[src/rtl/json_string_unescape_utf8_macros.svh]
// assertion macros shared by the json string unescaper rtl
// expects clk and rst in the scope of the module that uses them
`ifndef JSON_STRING_UNESCAPE_UTF8_MACROS_SVH
`define JSON_STRING_UNESCAPE_UTF8_MACROS_SVH

// same-cycle implication, checked out of reset
`define JSU_CHECK(lbl, ante, cons) \
  lbl: assert property (@(posedge clk) disable iff (rst) (ante) |-> (cons)) \
    else $error("jsu check failed");

// next-cycle implication, checked out of reset
`define JSU_CHECK_NEXT(lbl, ante, cons) \
  lbl: assert property (@(posedge clk) disable iff (rst) (ante) |=> (cons)) \
    else $error("jsu next-cycle check failed");

`endif

[src/rtl/jsu_pkg.sv]
// package for the json string unescaper: command type, queue sizing, byte codes
// no dependencies
`default_nettype none

package jsu_pkg;

  localparam int QDEPTH = 4;
  localparam int QAW    = $clog2(QDEPTH);

  localparam logic [7:0] CH_BACKSLASH = 8'h5C;
  localparam logic [7:0] CH_U         = 8'h75;
  localparam logic [7:0] CH_N         = 8'h6E;
  localparam logic [7:0] CH_T         = 8'h74;
  localparam logic [7:0] CH_R         = 8'h72;
  localparam logic [7:0] CH_B         = 8'h62;
  localparam logic [7:0] CH_F         = 8'h66;

  localparam logic [7:0] UTF8_LEAD2 = 8'hC0;
  localparam logic [7:0] UTF8_LEAD3 = 8'hE0;
  localparam logic [7:0] UTF8_CONT  = 8'h80;

  typedef enum logic {
    KIND_BYTE,
    KIND_CODE
  } kind_t;

  // one command per item that yields output; code kind expands to 1..3 bytes
  typedef struct packed {
    kind_t       kind;
    logic [15:0] value;
    logic        has_byte;
    logic        last;
    logic        trunc;
  } cmd_t;

endpackage

`default_nettype wire

[src/rtl/jsu_front.sv]
// front end: accepts content bytes, tracks escape state, issues commands
// depends on jsu_pkg
`default_nettype none

module jsu_front (
  input  wire logic          clk,
  input  wire logic          rst,
  input  wire logic          accept,
  input  wire logic [7:0]    in_byte,
  input  wire logic          in_last,
  output jsu_pkg::cmd_t      cmd,
  output logic               cmd_valid
);

  typedef enum logic [2:0] {
    MODE_PLAIN = 3'b001,
    MODE_ESC   = 3'b010,
    MODE_HEX   = 3'b100
  } mode_t;

  mode_t       mode, mode_next;
  logic [1:0]  hex_count, hex_count_next;
  logic [15:0] code_accum, code_accum_next;
  logic        stopped, stopped_next;

  logic        hex_ok;
  logic [3:0]  hex_val;
  logic [7:0]  esc_byte;

  always_comb begin
    hex_ok  = 1'b1;
    hex_val = 4'd0;
    if (in_byte >= 8'h30 && in_byte <= 8'h39) begin
      hex_val = 4'(in_byte - 8'h30);
    end else if (in_byte >= 8'h61 && in_byte <= 8'h66) begin
      hex_val = 4'(in_byte - 8'h57);
    end else if (in_byte >= 8'h41 && in_byte <= 8'h46) begin
      hex_val = 4'(in_byte - 8'h37);
    end else begin
      hex_ok = 1'b0;
    end
  end

  always_comb begin
    case (in_byte)
      jsu_pkg::CH_N: esc_byte = 8'h0A;
      jsu_pkg::CH_T: esc_byte = 8'h09;
      jsu_pkg::CH_R: esc_byte = 8'h0D;
      jsu_pkg::CH_B: esc_byte = 8'h08;
      jsu_pkg::CH_F: esc_byte = 8'h0C;
      default:       esc_byte = in_byte;
    endcase
  end

  always_comb begin
    mode_next       = mode;
    hex_count_next  = hex_count;
    code_accum_next = code_accum;
    stopped_next    = stopped;
    cmd_valid       = 1'b0;
    cmd             = '0;
    cmd.kind        = jsu_pkg::KIND_BYTE;
    if (stopped) begin
      if (in_last) begin
        cmd_valid = 1'b1;
        cmd.last  = 1'b1;
        cmd.trunc = 1'b1;
      end
    end else begin
      case (mode)
        MODE_ESC: begin
          if (in_byte == jsu_pkg::CH_U) begin
            if (in_last) begin
              cmd_valid = 1'b1;
              cmd.last  = 1'b1;
              cmd.trunc = 1'b1;
            end else begin
              mode_next       = MODE_HEX;
              hex_count_next  = 2'd0;
              code_accum_next = 16'd0;
            end
          end else begin
            cmd_valid    = 1'b1;
            cmd.value    = {8'd0, esc_byte};
            cmd.has_byte = 1'b1;
            cmd.last     = in_last;
            mode_next    = MODE_PLAIN;
          end
        end
        MODE_HEX: begin
          if (!hex_ok) begin
            stopped_next = 1'b1;
            if (in_last) begin
              cmd_valid = 1'b1;
              cmd.last  = 1'b1;
              cmd.trunc = 1'b1;
            end
          end else if (hex_count == 2'd3) begin
            cmd_valid       = 1'b1;
            cmd.kind        = jsu_pkg::KIND_CODE;
            cmd.value       = {code_accum[11:0], hex_val};
            cmd.has_byte    = 1'b1;
            cmd.last        = in_last;
            mode_next       = MODE_PLAIN;
            hex_count_next  = 2'd0;
            code_accum_next = 16'd0;
          end else begin
            code_accum_next = {code_accum[11:0], hex_val};
            hex_count_next  = hex_count + 2'd1;
            if (in_last) begin
              cmd_valid = 1'b1;
              cmd.last  = 1'b1;
              cmd.trunc = 1'b1;
            end
          end
        end
        default: begin
          mode_next = MODE_PLAIN;
          if (in_byte == jsu_pkg::CH_BACKSLASH && !in_last) begin
            mode_next = MODE_ESC;
          end else begin
            cmd_valid    = 1'b1;
            cmd.value    = {8'd0, in_byte};
            cmd.has_byte = 1'b1;
            cmd.last     = in_last;
          end
        end
      endcase
    end
    // end of string returns everything to reset values
    if (in_last) begin
      mode_next       = MODE_PLAIN;
      hex_count_next  = 2'd0;
      code_accum_next = 16'd0;
      stopped_next    = 1'b0;
    end
  end

  always_ff @(posedge clk) begin
    if (rst) begin
      mode       <= MODE_PLAIN;
      hex_count  <= 2'd0;
      code_accum <= 16'd0;
      stopped    <= 1'b0;
    end else if (accept) begin
      mode       <= mode_next;
      hex_count  <= hex_count_next;
      code_accum <= code_accum_next;
      stopped    <= stopped_next;
    end
  end

endmodule

`default_nettype wire

[src/rtl/jsu_cmdq.sv]
// command queue between front and back ends
// depends on jsu_pkg and the assertion macro header
`default_nettype none
`include "json_string_unescape_utf8_macros.svh"

module jsu_cmdq (
  input  wire logic          clk,
  input  wire logic          rst,
  input  wire logic          wr_en,
  input  jsu_pkg::cmd_t      wr_data,
  input  wire logic          rd_en,
  output jsu_pkg::cmd_t      rd_data,
  output logic               full,
  output logic               empty
);

  jsu_pkg::cmd_t          entries [jsu_pkg::QDEPTH];
  logic [jsu_pkg::QAW-1:0] wr_ptr;
  logic [jsu_pkg::QAW-1:0] rd_ptr;
  logic [jsu_pkg::QAW:0]   count;

  assign full    = (count == (jsu_pkg::QAW+1)'(jsu_pkg::QDEPTH));
  assign empty   = (count == '0);
  assign rd_data = entries[rd_ptr];

  always_ff @(posedge clk) begin
    if (wr_en) begin
      entries[wr_ptr] <= wr_data;
    end
  end

  always_ff @(posedge clk) begin
    if (rst) begin
      wr_ptr <= '0;
      rd_ptr <= '0;
      count  <= '0;
    end else begin
      if (wr_en) begin
        wr_ptr <= wr_ptr + (jsu_pkg::QAW)'(1);
      end
      if (rd_en) begin
        rd_ptr <= rd_ptr + (jsu_pkg::QAW)'(1);
      end
      case ({wr_en, rd_en})
        2'b10:   count <= count + (jsu_pkg::QAW+1)'(1);
        2'b01:   count <= count - (jsu_pkg::QAW+1)'(1);
        default: count <= count;
      endcase
    end
  end

  `JSU_CHECK(a_no_overflow, full, !wr_en)
  `JSU_CHECK(a_no_underflow, empty, !rd_en)
  `JSU_CHECK(a_count_bound, 1'b1, count <= (jsu_pkg::QAW+1)'(jsu_pkg::QDEPTH))

endmodule

`default_nettype wire

[src/rtl/jsu_back.sv]
// back end: takes commands and expands them into result items (utf-8 encoder)
// depends on jsu_pkg and the assertion macro header
`default_nettype none
`include "json_string_unescape_utf8_macros.svh"

module jsu_back (
  input  wire logic          clk,
  input  wire logic          rst,
  input  wire logic          q_empty,
  input  jsu_pkg::cmd_t      q_data,
  output logic               q_pop,
  input  wire logic          pop,
  output logic               empty,
  output logic [7:0]         out_byte,
  output logic               has_byte,
  output logic               out_last,
  output logic               truncated
);

  jsu_pkg::cmd_t cur;
  logic          cur_valid;
  logic [1:0]    idx;
  logic [1:0]    nbytes;
  logic          final_piece;
  logic          take;

  always_comb begin
    if (cur.kind == jsu_pkg::KIND_BYTE) begin
      nbytes = 2'd1;
    end else if (cur.value[15:11] != 5'd0) begin
      nbytes = 2'd3;
    end else if (cur.value[10:7] != 4'd0) begin
      nbytes = 2'd2;
    end else begin
      nbytes = 2'd1;
    end
  end

  assign final_piece = (idx == nbytes - 2'd1);

  always_comb begin
    out_byte = cur.value[7:0];
    case (nbytes)
      2'd2: begin
        case (idx)
          2'd0:    out_byte = jsu_pkg::UTF8_LEAD2 | {3'd0, cur.value[10:6]};
          default: out_byte = jsu_pkg::UTF8_CONT | {2'd0, cur.value[5:0]};
        endcase
      end
      2'd3: begin
        case (idx)
          2'd0:    out_byte = jsu_pkg::UTF8_LEAD3 | {4'd0, cur.value[15:12]};
          2'd1:    out_byte = jsu_pkg::UTF8_CONT | {2'd0, cur.value[11:6]};
          default: out_byte = jsu_pkg::UTF8_CONT | {2'd0, cur.value[5:0]};
        endcase
      end
      default: out_byte = cur.value[7:0];
    endcase
  end

  assign has_byte  = cur.has_byte;
  assign out_last  = cur.last && final_piece;
  assign truncated = cur.trunc;
  assign empty     = !cur_valid;

  assign take  = !cur_valid || (pop && final_piece);
  assign q_pop = take && !q_empty;

  always_ff @(posedge clk) begin
    if (q_pop) begin
      cur <= q_data;
    end
  end

  always_ff @(posedge clk) begin
    if (rst) begin
      cur_valid <= 1'b0;
      idx       <= 2'd0;
    end else if (take) begin
      cur_valid <= !q_empty;
      idx       <= 2'd0;
    end else if (pop) begin
      idx <= idx + 2'd1;
    end
  end

  `JSU_CHECK_NEXT(a_mid_piece_stays, cur_valid && pop && !final_piece, cur_valid)
  `JSU_CHECK(a_trunc_is_marker, cur_valid && truncated, !has_byte && out_last)
  `JSU_CHECK(a_idx_in_range, cur_valid, idx < nbytes)

endmodule

`default_nettype wire

[src/rtl/json_string_unescape_utf8.sv]
// path: an item's command goes into the command queue, then into the output register
// throughput: one input item per cycle unless full, one result per cycle while pop is high;
// a \u escape expands to up to three results; the four-entry command queue absorbs bursts
// full rises only when the command queue is full; empty follows the back end's register
// reset (rst, synchronous): escape state clears, queue and output register empty
`default_nettype none

module json_string_unescape_utf8 (
  input  wire logic       clk,
  input  wire logic       rst,
  input  wire logic       push,
  output logic            full,
  input  wire logic [7:0] in_byte,
  input  wire logic       in_last,
  input  wire logic       pop,
  output logic            empty,
  output logic [7:0]      out_byte,
  output logic            has_byte,
  output logic            out_last,
  output logic            truncated
);

  jsu_pkg::cmd_t front_cmd;
  logic          front_cmd_valid;
  logic          accept;
  jsu_pkg::cmd_t q_data;
  logic          q_empty;
  logic          q_pop;

  assign accept = push && !full;

  jsu_front u_front (
    .clk       (clk),
    .rst       (rst),
    .accept    (accept),
    .in_byte   (in_byte),
    .in_last   (in_last),
    .cmd       (front_cmd),
    .cmd_valid (front_cmd_valid)
  );

  jsu_cmdq u_cmdq (
    .clk     (clk),
    .rst     (rst),
    .wr_en   (accept && front_cmd_valid),
    .wr_data (front_cmd),
    .rd_en   (q_pop),
    .rd_data (q_data),
    .full    (full),
    .empty   (q_empty)
  );

  jsu_back u_back (
    .clk       (clk),
    .rst       (rst),
    .q_empty   (q_empty),
    .q_data    (q_data),
    .q_pop     (q_pop),
    .pop       (pop),
    .empty     (empty),
    .out_byte  (out_byte),
    .has_byte  (has_byte),
    .out_last  (out_last),
    .truncated (truncated)
  );

endmodule

`default_nettype wire
[config.mk]
export PLATFORM = sky130hd
export DESIGN_NAME = json_string_unescape_utf8
export DESIGN_NICKNAME = d
export VERILOG_FILES = /design/src/rtl/jsu_pkg.sv /design/src/rtl/jsu_front.sv /design/src/rtl/jsu_cmdq.sv /design/src/rtl/jsu_back.sv /design/src/rtl/json_string_unescape_utf8.sv
export VERILOG_INCLUDE_DIRS = /design/src /design/src/rtl
export SDC_FILE = /design/constraint.sdc
export NUM_CORES = 1
export LEC_CHECK = 0
export ABC_AREA = 1
export BUFFER_PORTS_ARGS = -buffer_cell sky130_fd_sc_hd__buf_4
export CAP_MARGIN = 10
export CORE_MARGIN = 2
export CORE_UTILIZATION = 45
export CTS_CLUSTER_DIAMETER = 100
export DETAILED_ROUTE_END_ITERATION = 6
export PLACE_DENSITY = 0.58
export SLEW_MARGIN = 10
export SYNTH_ARGS = -nofsm -noshare
export SYNTH_HDL_FRONTEND = slang
export SYNTH_SLANG_ARGS = --single-unit
[constraint.sdc]
create_clock -name clk -period 8.6 [get_ports clk]
set_clock_uncertainty 0.05 [all_clocks]
set_input_delay 1.29 -clock clk [delete_from_list [all_inputs] [get_ports clk]]
set_output_delay 1.29 -clock clk [all_outputs]
set_load 0.01 [all_outputs]
# == After elaboration in Yosys (flattened, before gate mapping) ==
# Memory sizes are Yosys's and may differ from the RTL's. A register that Yosys moved wholly into a read port is not among the register bits.
# Cells that the tools add are included.
# totals
register_bits,28
mem_bits_rw,80
inputBits,13
memories,1
# classes
n_addsub,10
n_lt_le_gt_ge,6
n_eq_ne,21
n_mux,61
reduce_logical,23
# memory_table
name,words,width,read_ports,rd_ports_with_merged_regs,wr,line_no,source
u_cmdq.entries,4,20,1,1,1,jsu_cmdq.sv:17,jsu_pkg::cmd_t entries [jsu_pkg::QDEPTH];
# op_table
op,n
12-bit two-way mux,5
8-bit by 7-bit == test with 1-bit output (second input constant),7
18-bit two-way mux,3
8-bit one-hot mux with 5 select lines,1
18-bit one-hot mux with 2 select lines,1
2-bit two-way mux,12
12-bit one-hot mux with 2 select lines,1
1-bit two-way mux,20
8-bit by 7-bit greater-or-equal comparator with 1-bit output (second input constant),2
8-bit by 7-bit less-or-equal comparator with 1-bit output (second input constant),2
8-bit one-hot mux with 2 select lines,1
3-bit two-way mux,5
7-bit one-hot mux with 2 select lines,1
4-bit two-way mux,3
3-bit one-hot mux with 2 select lines,2
10-bit two-way mux,1
1-bit logical AND,9
9-bit two-way mux,1
3-bit by 2-bit inequality test with 1-bit output (second input constant),3
2-bit by 1-bit adder with 2-bit output (second input constant),4
2-bit == test (second input constant),4
8-bit by 6-bit greater-or-equal comparator with 1-bit output (second input constant),1
8-bit by 6-bit less-or-equal comparator with 1-bit output (second input constant),1
4-bit by 3-bit subtractor with 4-bit output (second input constant),2
23 further kinds,29

# == Longest topological paths before layout ==
# Gate-level depths: netlist of the first run.
# depth
word_depth,11
mapped_depth,17
mapped_depth_nobuf,17

# == Modules after synthesis ==
# Synthesis of the first run repeated with hierarchy kept, for this count alone.
# unflattened
cells_unflattened,623
area_unflattened_um2,6054.6
# modules_own_cells
mod,n_inst,cells_per_inst,area_each_um2
jsu_cmdq,1,252,3384.5
jsu_front,1,272,1577.8
jsu_back,1,94,1068.5
json_string_unescape_utf8,1,5,23.8

# == Worst setup path after synthesis of the first run ==
# OpenSTA, ideal clock, no wires.
# synth_path
path_type,input to register
startpoint,in in_byte[0]
endpoint,reg u_cmdq.count[2] (netlist name)
t_arrival_ps,3344
setup_slack_ps,5084
path_stages,16
cell_sequence,inv_1 > ha_1 > a21oi_4 > nand2_2 > nand3_4 > nand3_4 > nand3_4 > nor3_2 > inv_2 > ha_1 > inv_1 > fa_1 > a21oi_1 > o21ai_0 > o21ai_0 > a21oi_1
# synth_via
elab_chain_len,11
# synth_rtl
item,line_no,source
start: declaration,json_string_unescape_utf8.sv:13,"input wire logic [7:0] in_byte,"
8-bit by 7-bit greater-or-equal comparator with 1-bit output / 8-bit by 7-bit less-or-equal comparator with 1-bit output (equally long branches),jsu_front.sv:37,end else if (in_byte >= 8'h41 && in_byte <= 8'h46) begin
1-bit logical AND,jsu_front.sv:37,
1-bit two-way mux,jsu_front.sv:37,
1-bit two-way mux,jsu_front.sv:35,end else if (in_byte >= 8'h61 && in_byte <= 8'h66) begin
1-bit two-way mux,jsu_front.sv:33,if (in_byte >= 8'h30 && in_byte <= 8'h39) begin
1-bit two-way mux,jsu_front.sv:91,if (!hex_ok) begin
1-bit one-hot mux with 2 select lines (*),jsu_front.sv:70,case (mode)
1-bit two-way mux (*),jsu_front.sv:63,if (stopped) begin
1-bit logical AND (*),json_string_unescape_utf8.sv:45,".wr_en (accept && front_cmd_valid),"
2-bit by 1-bit == test with 1-bit output / 2-bit == test (equally long branches),jsu_cmdq.sv:44,"case ({wr_en, rd_en})"
3-bit one-hot mux with 2 select lines / 2-bit nonzero test (equally long branches),--,
end signal: assignment,jsu_cmdq.sv:45,2'b10: count <= count + (jsu_pkg::QAW+1)'(1);
end signal: assignment,jsu_cmdq.sv:46,2'b01: count <= count - (jsu_pkg::QAW+1)'(1);
end signal: assignment,jsu_cmdq.sv:47,default: count <= count;
end: declaration,jsu_cmdq.sv:20,logic [jsu_pkg::QAW:0] count;
# Mark *: on every way between the ends. The rest lies on a longest branch, timed or not.
# A chain may end at the register's enable or synchronous reset.

# == Final worst setup path of the first run ==
# layout_path
startpoint,in in_byte[0]
endpoint,"mem u_cmdq.entries[2][0] (netlist name), enable pin"
# layout_via
elab_chain_len,11
# layout_rtl
item,line_no,source
8-bit by 7-bit greater-or-equal comparator with 1-bit output / 8-bit by 7-bit less-or-equal comparator with 1-bit output (equally long branches),jsu_front.sv:37,
1-bit logical AND,jsu_front.sv:37,
1-bit two-way mux,jsu_front.sv:37,
1-bit two-way mux,jsu_front.sv:35,
1-bit two-way mux,jsu_front.sv:33,
1-bit two-way mux,jsu_front.sv:91,
1-bit one-hot mux with 2 select lines (*),jsu_front.sv:70,
1-bit two-way mux (*),jsu_front.sv:63,
1-bit logical AND (*),json_string_unescape_utf8.sv:45,
1-bit two-way mux (*),jsu_cmdq.sv:27,if (wr_en) begin
1-bit two-way mux (not written as such) (*),jsu_cmdq.sv:28,entries[wr_ptr] <= wr_data;
end: declaration,jsu_cmdq.sv:17,
# Marked as above.

==> results.sh, run 1 <==
export IMPL_initial_utilization_pct=46.45
export IMPL_slew_violations=0
export IMPL_fmax_mhz=276.2
export IMPL_cts_hold_buf=0
export IMPL_worstHoldStart="u_front.code_accum[10]$_SDFFE_PP0P_"
export IMPL_maxSlewHeadroom_pct=22.56
export IMPL_finalSetupTns_ns=0
export IMPL_cts_tree="built"
export IMPL_cts_root_buf="clkbuf_16"
export IMPL_internal_power_w=0.001514
export IMPL_ant_nets=0
export IMPL_synth_net_count=607
export IMPL_viasPerCell=5.290
export IMPL_dp_hpwl_um=8717
export IMPL_drtIter0Drc=220
export IMPL_first_pass_iters=4
export IMPL_grt_start_max_net_pins=45
export IMPL_ir_drop_mv=0.1221
export IMPL_min_period_over_period_pct=42.11
export IMPL_clkTransAtPathRegs_ns=0.05
export IMPL_busiest_layer="met2"
export IMPL_grt_usage_pct=18.76
export IMPL_power_leakage_nw=2.559
export IMPL_startpoint_type="input pin"
export IMPL_diodes=0
export IMPL_clk_latency_ns=0.41
export IMPL_r2r_start="u_back.cur[17]$_DFFE_PP_"
export IMPL_avgSynthCellArea_um2=10.19
export IMPL_core_area_mm2=0.01272
export IMPL_cp_max_fo=20
export IMPL_end_kind="flip-flop"
export IMPL_setup_worst_path_class="input pin to flip-flop"
export IMPL_min_path_type="flip-flop to flip-flop"
export IMPL_via_count=4184
export IMPL_met1_usage_pct=23.95
export IMPL_hold_violations=0
export IMPL_htreeDepth=4
export IMPL_drv_cap=0
export IMPL_fin_crit_ns=3.621
export IMPL_synth_distinct_cells=45
export IMPL_die_area_mm2=0.01406
export IMPL_clock_path_buffers=2
export IMPL_syn2layout_area_growth_pct=15.79
export IMPL_rr_worst_depth=16
export IMPL_mappedNetlistArea_mm2=0.005909
export IMPL_ys_seq_area_share_pct=60.30
export IMPL_whs_path_depth=2
export IMPL_comb_power_share_pct=25.8
export IMPL_rows=41
export IMPL_met3_usage_pct=5.164
export IMPL_switchingPower_w=0.0006705
export IMPL_chipWidth_um=118.6
export IMPL_seq_power_share_pct=40.1
export IMPL_die_y_um=118.6
export IMPL_fill_cells=1171
export IMPL_multi_input_comb_area_mm2=0.001992
export IMPL_grt_pass1_wl_um=20260
export IMPL_ys_seq_elements=128
export IMPL_nNetsFinal=633
export IMPL_gp_congestion=0.9219
export IMPL_drc=0
export IMPL_switching_share_pct=30.70
export IMPL_critPathRequiredTime_ns=8.57
export IMPL_met2_usage_pct=30.42
export IMPL_rsz0062_at_grt="no"
export IMPL_worstMarginPinSlew_ns=1.160
export IMPL_portBuffers=25
export IMPL_ctsResizeCount=0
export IMPL_layout_area_seq_mm2=0.003563
export IMPL_synthCells=580
export IMPL_wire_per_inst_um=15.86
export IMPL_drt_total_wl_um=12550
export IMPL_ys_warnings_count=0
export IMPL_place_ws_ns=4.496
export IMPL_hold_path_end="u_front.code_accum[10]$_SDFFE_PP0P_"
export IMPL_postCtsSetupRepairBufs=0
export IMPL_crit_arrival_ns=3.59
export IMPL_r2r_slack_ns=5.20
export IMPL_overflow=0
export IMPL_cts_sinks=128
export IMPL_p_per_area_mw_per_mm2=319.2
export IMPL_grt_pass1_vias=4048
export IMPL_finalSetupViolations=0
export IMPL_antenna_found_initial=0
export IMPL_r2r_end="u_cmdq.count[2]$_SDFFE_PP0P_"
export IMPL_cts_made_buffers=17
export IMPL_setup_ws_ns=4.979
export IMPL_status="complete, no violations"
export IMPL_drive_above_1_share_pct=16.96
export IMPL_num_io_pins=26
export IMPL_clkPwrFrac_pct=34.0
[cell families after synthesis]
kind of cell	Yosys count	share of synthesized area [%]
AND/OR/NAND/NOR	232	18.06
flip-flops	128	60.30
AO/OA/AOI/OAI	119	12.11
buffers and inverters	84	5.992
adder cells (fa/ha/maj)	14	3.091
XOR/XNOR	3	0.4447
[stage by stage]
step / power [W] / instances / hold slack, ns / util, % / instance area, µm²
4_1_cts: 0.002206 / 791 / 0.4238 / 53.79 / 6843
5_1_grt: 0.002310 / 791 / 0.4363 / 53.79 / 6843
3_5_place_dp: 0.001458 / 759 / 0.4143 / 48.90 / 6221
6_report: 0.002184 / 791 / 0.4211 / 53.79 / 6843
2_1_floorplan: 0.001250 / 580 / 0.3918 / - / 5909
3_3_place_gp: 0.001444 / 759 / 0.4080 / 48.90 / 6221
[layout by cell type, fill, tap and decap left out, drive strengths merged]
master    count
a211oi        2
a21oi        31
a31oi         1
a32o          1
a32oi         2
and3          1
buf          27
bufinv        4
clkbuf       21
clkinv        7
clkinvlp      1
dfxtp        28
edfxtp      100
fa            1
ha           13
inv          63
nand2        83
nand3        43
nand3b        1
nand4         3
nor2         95
nor3          4
nor4          1
o211ai        1
o21ai        59
o221ai        1
o22ai        20
o31ai         1
or2           1
xnor2         1
xor2          2
[registers in the layout (all words and copies together) (netlist names)]
register            flops
u_back.cur_valid        1
u_back.idx              2
u_front.hex_count       2
u_cmdq.rd_ptr           2
u_front.stopped         1
u_cmdq.entries         80
u_back.cur             18
u_back.has_byte         1
u_cmdq.wr_ptr           2
u_cmdq.count            3
u_front.mode            3
u_front.code_accum     12
u_back.truncated        1
[worst max-delay path, stage by stage]
cell and delay [ns]:
buf_4 0.14, inv_1 0.14, ha_1 0.29, a21oi_4 0.09, nand2_2 0.08, nand3_4 0.11
nand3_4 0.11, nand3_4 0.10, nor3_2 0.22, inv_2 0.13, nor2_2 0.89
[synthesized netlist by cell type (all sizes together)]
library cell | number | area share, %
a211oi | 2 | 0.25
inv | 63 | 4.1
ha | 13 | 2.8
o22ai | 20 | 2.1
buf | 5 | 0.85
clkbuf | 15 | 0.95
fa | 1 | 0.34
edfxtp | 100 | 51
nor4 | 1 | 0.11
nand2 | 83 | 6.0
or2 | 1 | 0.15
nand4 | 3 | 0.32
o31ai | 1 | 0.13
o221ai | 1 | 0.15
clkinv | 1 | 0.063
xnor2 | 1 | 0.15
nand3 | 43 | 4.4
a32o | 1 | 0.17
nor3 | 4 | 0.42
a31oi | 1 | 0.11
nor2 | 95 | 6.4
xor2 | 2 | 0.30
o21ai | 59 | 5.2
a32oi | 2 | 0.30
nand3b | 1 | 0.19
a21oi | 31 | 3.6
o211ai | 1 | 0.13
and3 | 1 | 0.11
dfxtp | 28 | 9.5
[area by class of cell]
class                   count  share of cell area [%]
multi-input cells         368                   29.11
repair buffers             27                   2.962
inverters                  64                   3.620
well taps                 172                   3.145
clock buffers              21                   6.729
flip-flops and latches    128                   52.08
clock inverters            11                   2.359
[power by group through the flow]
stage | logic, W | clock network [W] | registers (W)
6_report | 0.000564 | 0.000744 | 0.000876
5_1_grt | 0.000639 | 0.000784 | 0.000887
4_1_cts | 0.000571 | 0.000757 | 0.000878
3_5_place_dp | 0.000568 | 0 | 0.000889
3_3_place_gp | 0.000556 | 0 | 0.000888
2_1_floorplan | 0.000380 | 0 | 0.000871
[routing by layer]
layer  share of wire (%)  wire length [µm]
met1                  45              5690
met2                  48              6015
met3                 4.8               600
met5                   0                 0
met4                 1.9               242
[how the worst max path moves through the flow]
stage                          start                             end  slack [ns]  depth (start not counted)
final                     in_byte[0]  u_cmdq.entries[2][0]$_DFFE_PP_        4.98                         11
after global routing      in_byte[0]  u_cmdq.entries[0][0]$_DFFE_PP_        4.78                         11
after CTS                 in_byte[0]  u_cmdq.entries[2][5]$_DFFE_PP_        4.95                         11
after detailed placement  in_byte[0]  u_cmdq.entries[2][7]$_DFFE_PP_        4.50                         11
after global placement    in_byte[0]  u_cmdq.entries[0][3]$_DFFE_PP_        4.61                         11
after floorplan           in_byte[0]    u_cmdq.count[2]$_SDFFE_PP0P_        5.08                         16
(Power assumes the default switching activity.)
==> run 2, diff against run 1 <==
==> constraint.sdc (replaced) <==
create_clock -name clk -period 3.79 [get_ports clk]
set_clock_uncertainty 0.05 [all_clocks]
set_input_delay 0.5685 -clock clk [delete_from_list [all_inputs] [get_ports clk]]
set_output_delay 0.5685 -clock clk [all_outputs]
set_load 0.01 [all_outputs]
==> run 2 against run 1 <==
Net effect:
- count of clock-buffer cells in the layout shrank 3
- flip-flop and latch count is the same
- largest power group unchanged
- hold slack lost 0.028 ns
- largest cell class unchanged
==> results.sh, run 2 (synthesized netlist as in run 1, its figures left out) <==
export IMPL_status="complete, no violations"
export IMPL_drtIter0Drc=249
export IMPL_setup_worst_path_class="flip-flop to flip-flop"
export IMPL_clkTransAtPathRegs_ns=0.06
export IMPL_clock_path_buffers=2
export IMPL_drt_total_wl_um=12880
export IMPL_largest_registers="u_cmdq.entries (80), u_back.cur (18), u_front.code_accum (12)"
export IMPL_cts_made_buffers=17
export IMPL_htreeDepth=4
export IMPL_largest_reg_flops=80
export IMPL_initial_utilization_pct=46.45
export IMPL_drc=0
export IMPL_dp_hpwl_um=8607
export IMPL_finalInstanceArea_mm2=0.006878
export IMPL_slew_violations=0
export IMPL_ant_nets=0
export IMPL_finalSetupTns_ns=0
export IMPL_final_common_cell="edfxtp_1"
export IMPL_first_pass_iters=5
export IMPL_postCtsSetupRepairBufs=0
export IMPL_fill_cells=1167
export IMPL_syn2layout_area_growth_pct=16.39
export IMPL_core_area_mm2=0.01272
export IMPL_cts_root_buf="clkbuf_16"
export IMPL_die_area_mm2=0.01406
export IMPL_antenna_found_initial=0
export IMPL_cp_max_fo=4
export IMPL_hold_violations=0
export IMPL_layout_area_seq_mm2=0.003563
export IMPL_fmax_mhz=348.2
export IMPL_min_path_type="input pin to flip-flop"
export IMPL_worstMarginPinSlew_ns=1.097
export IMPL_cts_sinks=128
export IMPL_drv_cap=0
export IMPL_chipWidth_um=118.6
export IMPL_nNetsFinal=638
export IMPL_fin_crit_ns=2.872
export IMPL_grt_pass1_vias=4156
export IMPL_num_io_pins=26
export IMPL_ctsResizeCount=0
export IMPL_end_kind="flip-flop"
export IMPL_maxSlewHeadroom_pct=26.43
export IMPL_rows=41
export IMPL_cp_slowest_cell="fa_1"
export IMPL_min_period_over_period_pct=75.77
export IMPL_via_count=4152
export IMPL_diodes=0
export IMPL_cp_common_cell="nand2_1"
export IMPL_cts_hold_buf=0
export IMPL_overflow=0
export IMPL_wire_per_inst_um=16.18
export IMPL_critPathRequiredTime_ns=4.04
export IMPL_place_ws_ns=0.6213
export IMPL_grt_pass1_wl_um=21200
export IMPL_mostFrequentLayoutCells="edfxtp_1 (100), nor2_1 (88), nand2_1 (70), o21ai_0 (56), inv_1 (53)"
export IMPL_drive_above_1_share_pct=17.79
export IMPL_grt_usage_pct=19.59
export IMPL_rsz0062_at_grt="no"
export IMPL_grt_start_max_net_pins=44
export IMPL_p_per_area_mw_per_mm2=725.6
export IMPL_multi_input_comb_area_mm2=0.001992
export IMPL_crit_family="simple AND/OR/NAND/NOR gates"
export IMPL_startpoint_type="flip-flop"
export IMPL_ir_drop_mv=0.3492
export IMPL_fin_worst_hold_slack_ns=0.3926
export IMPL_placed_area_mm2=0.006259
export IMPL_top_register="u_cmdq.entries"
export IMPL_finalSetupViolations=0
export IMPL_die_y_um=118.6
export IMPL_crit_buf_inv=2
export IMPL_crit_path_cell_trace="nor2_1 -> nand3_1 -> nor2_1 -> nand2_1 -> nand2_1 -> nand3_1 -> nand2_1 -> nand2_1 -> inv_1 -> ha_1 -> inv_1 -> fa_1 -> a21oi_1 -> o21ai_0 -> o21ai_0 -> a21oi_1"
export IMPL_crit_arrival_ns=3.12
export IMPL_power_leakage_nw=2.577
export IMPL_gp_congestion=0.8949
export IMPL_cts_tree="built"
export IMPL_viasPerCell=5.216
export IMPL_clk_latency_ns=0.42
export IMPL_portBuffers=25
export IMPL_max_stage_delay_ns=0.45
export IMPL_setup_ws_ns=0.9183
## run 2: final timing paths
check | cells after the start | startpoint | slack (ns) | to
hold / removal | 3 | pop | 0.39 | u_back.idx[0]$_SDFFE_PP0P_
hold reg to reg | 2 | u_front.code_accum[9]$_SDFFE_PP0P_ | 0.42 | u_front.code_accum[9]$_SDFFE_PP0P_
setup / recovery | 16 | u_back.cur[17]$_DFFE_PP_ | 0.92 | u_cmdq.count[2]$_SDFFE_PP0P_
setup reg to reg | 16 | u_back.cur[17]$_DFFE_PP_ | 0.92 | u_cmdq.count[2]$_SDFFE_PP0P_
## run 2: layout make-up
type,instances,area share (%)
Clock buffer,18,6.240
Clock inverter,14,2.765
Inverter,64,3.602
Multi-Input combinational cell,368,28.96
Sequential cell,128,51.81
Tap cell,172,3.129
Timing Repair Buffer,32,3.493
## run 2: worst reg2reg max path, cell delays in order (launching register included)
cell and delay, ns:
edfxtp_1 0.41, nor2_1 0.12, nand3_1 0.14, nor2_1 0.23, nand2_1 0.07, nand2_1 0.08
nand3_1 0.16, nand2_1 0.17, nand2_1 0.08, inv_1 0.08, ha_1 0.15, inv_1 0.07
fa_1 0.45, a21oi_1 0.15, o21ai_0 0.11, o21ai_0 0.16, a21oi_1 0.05
## run 2: power breakdown
| part | switching (W) | internal, W | leakage, nW |
|---|---|---|---|
| clock | 0.000591 | 0.00110 | 0.300 |
| sequential | 0.000111 | 0.00187 | 1.16 |
| combinational | 0.000871 | 0.000448 | 1.12 |
| total | 0.00157 | 0.00342 | 2.58 |
## run 2: through the flow
step | total power [W] | util [%] | std cells
4_1_cts | 0.005042 | 54.06 | 796
3_5_place_dp | 0.003346 | 49.19 | 764
5_1_grt | 0.005285 | 54.06 | 796
3_3_place_gp | 0.003316 | 49.19 | 764
6_report | 0.004990 | 54.06 | 796
2_1_floorplan | 0.002837 | - | 580
## run 2: per-layer routing
| layer | track usage [%] | wire, µm | part of all wire (%) |
|---|---|---|---|
| met1 | 24.75 | 5692 | 44 |
| met4 | 5.580 | 175 | 1.4 |
| met2 | 32.87 | 6374 | 49 |
| met5 | 0 | 0 | 0 |
| met3 | 5.502 | 636 | 4.9 |
==> run 3, diff against run 2 <==
--- a/config.mk
+++ b/config.mk
@@ -13,7 +13,7 @@
 export CORE_UTILIZATION = 45
 export CTS_CLUSTER_DIAMETER = 100
 export DETAILED_ROUTE_END_ITERATION = 6
-export PLACE_DENSITY = 0.58
+export PLACE_DENSITY = 0.61
 export SLEW_MARGIN = 10
 export SYNTH_ARGS = -nofsm -noshare
 export SYNTH_HDL_FRONTEND = slang
==> constraint.sdc (replaced) <==
create_clock -name clk -period 2.63 [get_ports clk]
set_clock_uncertainty 0.05 [all_clocks]
set_input_delay 0.3945 -clock clk [delete_from_list [all_inputs] [get_ports clk]]
set_output_delay 0.3945 -clock clk [all_outputs]
set_load 0.01 [all_outputs]
==> run 3 against run 2 <==
Net effect:
- hold slack worse by 0.15 ns
- utilization up 2.1 points
- setup slack worse by 0.79 ns
- clock power up 47%
- non-clock buffer count up 18
- via count up 1.5%
- wire length up 1.9%
- critical path type is now flip-flop to output pin
- critical endpoint is now out_byte[2]
==> results.sh, run 3 (synthesized netlist as in run 1, its figures left out) <==
export IMPL_status="complete, no violations"
export IMPL_overflow=0
export IMPL_clkTransAtPathRegs_ns=0.05
export IMPL_whs_path_depth=1
export IMPL_maxSlewHeadroom_pct=55.98
export IMPL_initial_utilization_pct=46.45
export IMPL_hold_violations=0
export IMPL_rr_worst_depth=16
export IMPL_p_per_area_mw_per_mm2=1049
export IMPL_wire_per_inst_um=16.13
export IMPL_htreeDepth=4
export IMPL_setup_worst_path_class="flip-flop to output pin"
export IMPL_r2r_slack_ns=0.14
export IMPL_finalInstanceArea_mm2=0.007144
export IMPL_r2r_start="u_back.cur[17]$_DFFE_PP_"
export IMPL_core_area_mm2=0.01272
export IMPL_largest_reg_flops=80
export IMPL_syn2layout_area_growth_pct=20.90
export IMPL_mostFrequentLayoutCells="edfxtp_1 (100), nor2_1 (86), nand2_1 (65), inv_1 (53), o21ai_0 (52)"
export IMPL_min_period_over_period_pct=95.04
export IMPL_num_io_pins=26
export IMPL_final_common_cell="edfxtp_1"
export IMPL_first_pass_iters=5
export IMPL_ant_nets=0
export IMPL_drc=0
export IMPL_cts_tree="built"
export IMPL_dpl_cell_count=780
export IMPL_placed_area_mm2=0.006447
export IMPL_worstHoldStart="in_last"
export IMPL_clk_latency_ns=0.42
export IMPL_via_count=4215
export IMPL_dp_hpwl_um=8812
export IMPL_fin_crit_ns=2.500
export IMPL_drt_total_wl_um=13130
export IMPL_critPathRequiredTime_ns=2.19
export IMPL_portBuffers=25
export IMPL_fill_cells=1166
export IMPL_place_ws_ns=-0.06619
export IMPL_cts_root_buf="clkbuf_16"
export IMPL_cts_made_buffers=17
export IMPL_nNetsFinal=656
export IMPL_grt_start_max_net_pins=39
export IMPL_crit_arrival_ns=2.06
export IMPL_cp_max_fo=6
export IMPL_clock_path_buffers=2
export IMPL_min_path_type="input pin to flip-flop"
export IMPL_chipWidth_um=118.6
export IMPL_slew_violations=0
export IMPL_die_area_mm2=0.01406
export IMPL_fin_cells=814
export IMPL_grt_usage_pct=19.67
export IMPL_drv_cap=0
export IMPL_fin_util_pct=56.16
export IMPL_finalSetupTns_ns=0
export IMPL_fmax_mhz=400.1
export IMPL_worstMarginPinSlew_ns=0.6596
export IMPL_grt_pass1_wl_um=21270
export IMPL_drtIter0Drc=308
export IMPL_diodes=0
export IMPL_viasPerCell=5.178
export IMPL_hold_path_end="u_cmdq.entries[3][1]$_DFFE_PP_"
export IMPL_r2r_end="u_cmdq.count[2]$_SDFFE_PP0P_"
export IMPL_setup_ws_ns=0.1303
export IMPL_startpoint_type="flip-flop"
export IMPL_finalSetupViolations=0
export IMPL_gp_congestion=0.9653
export IMPL_antenna_found_initial=0
export IMPL_drive_above_1_share_pct=22.12
export IMPL_cts_hold_buf=0
export IMPL_power_leakage_nw=2.684
export IMPL_largest_registers="u_cmdq.entries (80), u_back.cur (18), u_front.code_accum (12)"
export IMPL_ir_drop_mv=0.6603
export IMPL_end_kind="output pin"
export IMPL_rows=41
export IMPL_grt_pass1_vias=4173
export IMPL_top_register="u_cmdq.entries"
export IMPL_cts_sinks=128
export IMPL_die_y_um=118.6
-- run 3: per-stage QoR --
step	hold slack [ns]	total power (W)
after floorplan	0.3918	0.004120
after global placement	0.4078	0.004885
after detailed placement	0.4078	0.004945
after CTS	0.2175	0.007456
after global routing	0.2389	0.007901
final	0.2465	0.007495
-- run 3: layer usage --
metal,GRT usage (%),part of all wire (%)
met5,0,0
met4,6.845,1.8
met3,5.261,3.8
met2,32.51,50
met1,24.94,45
-- run 3: worst max-delay path by stage --
| stage | startpoint | end | slack (ns) | cells after the start |
|---|---|---|---|---|
| final | u_back.cur[17]$_DFFE_PP_ | out_byte[2] | 0.13 | 8 |
| after global routing | u_back.cur[17]$_DFFE_PP_ | u_cmdq.count[2]$_SDFFE_PP0P_ | -0.04 | 16 |
| after CTS | u_back.cur[17]$_DFFE_PP_ | u_cmdq.count[2]$_SDFFE_PP0P_ | 0.007 | 16 |
| after detailed placement | in_byte[1] | u_cmdq.count[2]$_SDFFE_PP0P_ | -0.07 | 16 |
| after global placement | in_byte[0] | u_cmdq.count[2]$_SDFFE_PP0P_ | 0.02 | 17 |
| after floorplan | u_back.cur[17]$_DFFE_PP_ | u_cmdq.count[2]$_SDFFE_PP0P_ | 0.008 | 16 |
-- run 3: repair_timing --
action,CTS,global route
resized for setup,5,13
setup buffers,0,2
setup endpoints to repair,4,4
gates cloned,0,0
pin swaps,2,8
-- run 3: report_power, final --
part / switching [W] / total, W / leakage [nW] / internal [W]
registers: 0.000165 / 0.00286 / 1.16 / 0.00270
logic: 0.00135 / 0.00214 / 1.22 / 0.000798
clock network: 0.000823 / 0.00249 / 0.304 / 0.00167
total: 0.00233 / 0.00749 / 2.68 / 0.00516
-- run 3: final cells by class --
cell class | count | area, µm² | area share, %
Clock buffer | 19 | 432.9 | 6.060
Clock inverter | 13 | 193.9 | 2.715
Timing Repair Buffer | 50 | 425.4 | 5.954
Sequential cell | 128 | 3563 | 49.88
Tap cell | 172 | 215.2 | 3.012
Multi-Input combinational cell | 368 | 2062 | 28.86
Inverter | 64 | 251.5 | 3.520
-- run 3: critical path, cell delays in order (launching register included) --
cell      delay (ns)
edfxtp_1        0.42
nor2_2          0.14
nand3_2         0.16
nand2_1         0.14
buf_4           0.15
inv_1           0.12
a32oi_2         0.28
nand2_1         0.09
buf_4           0.15
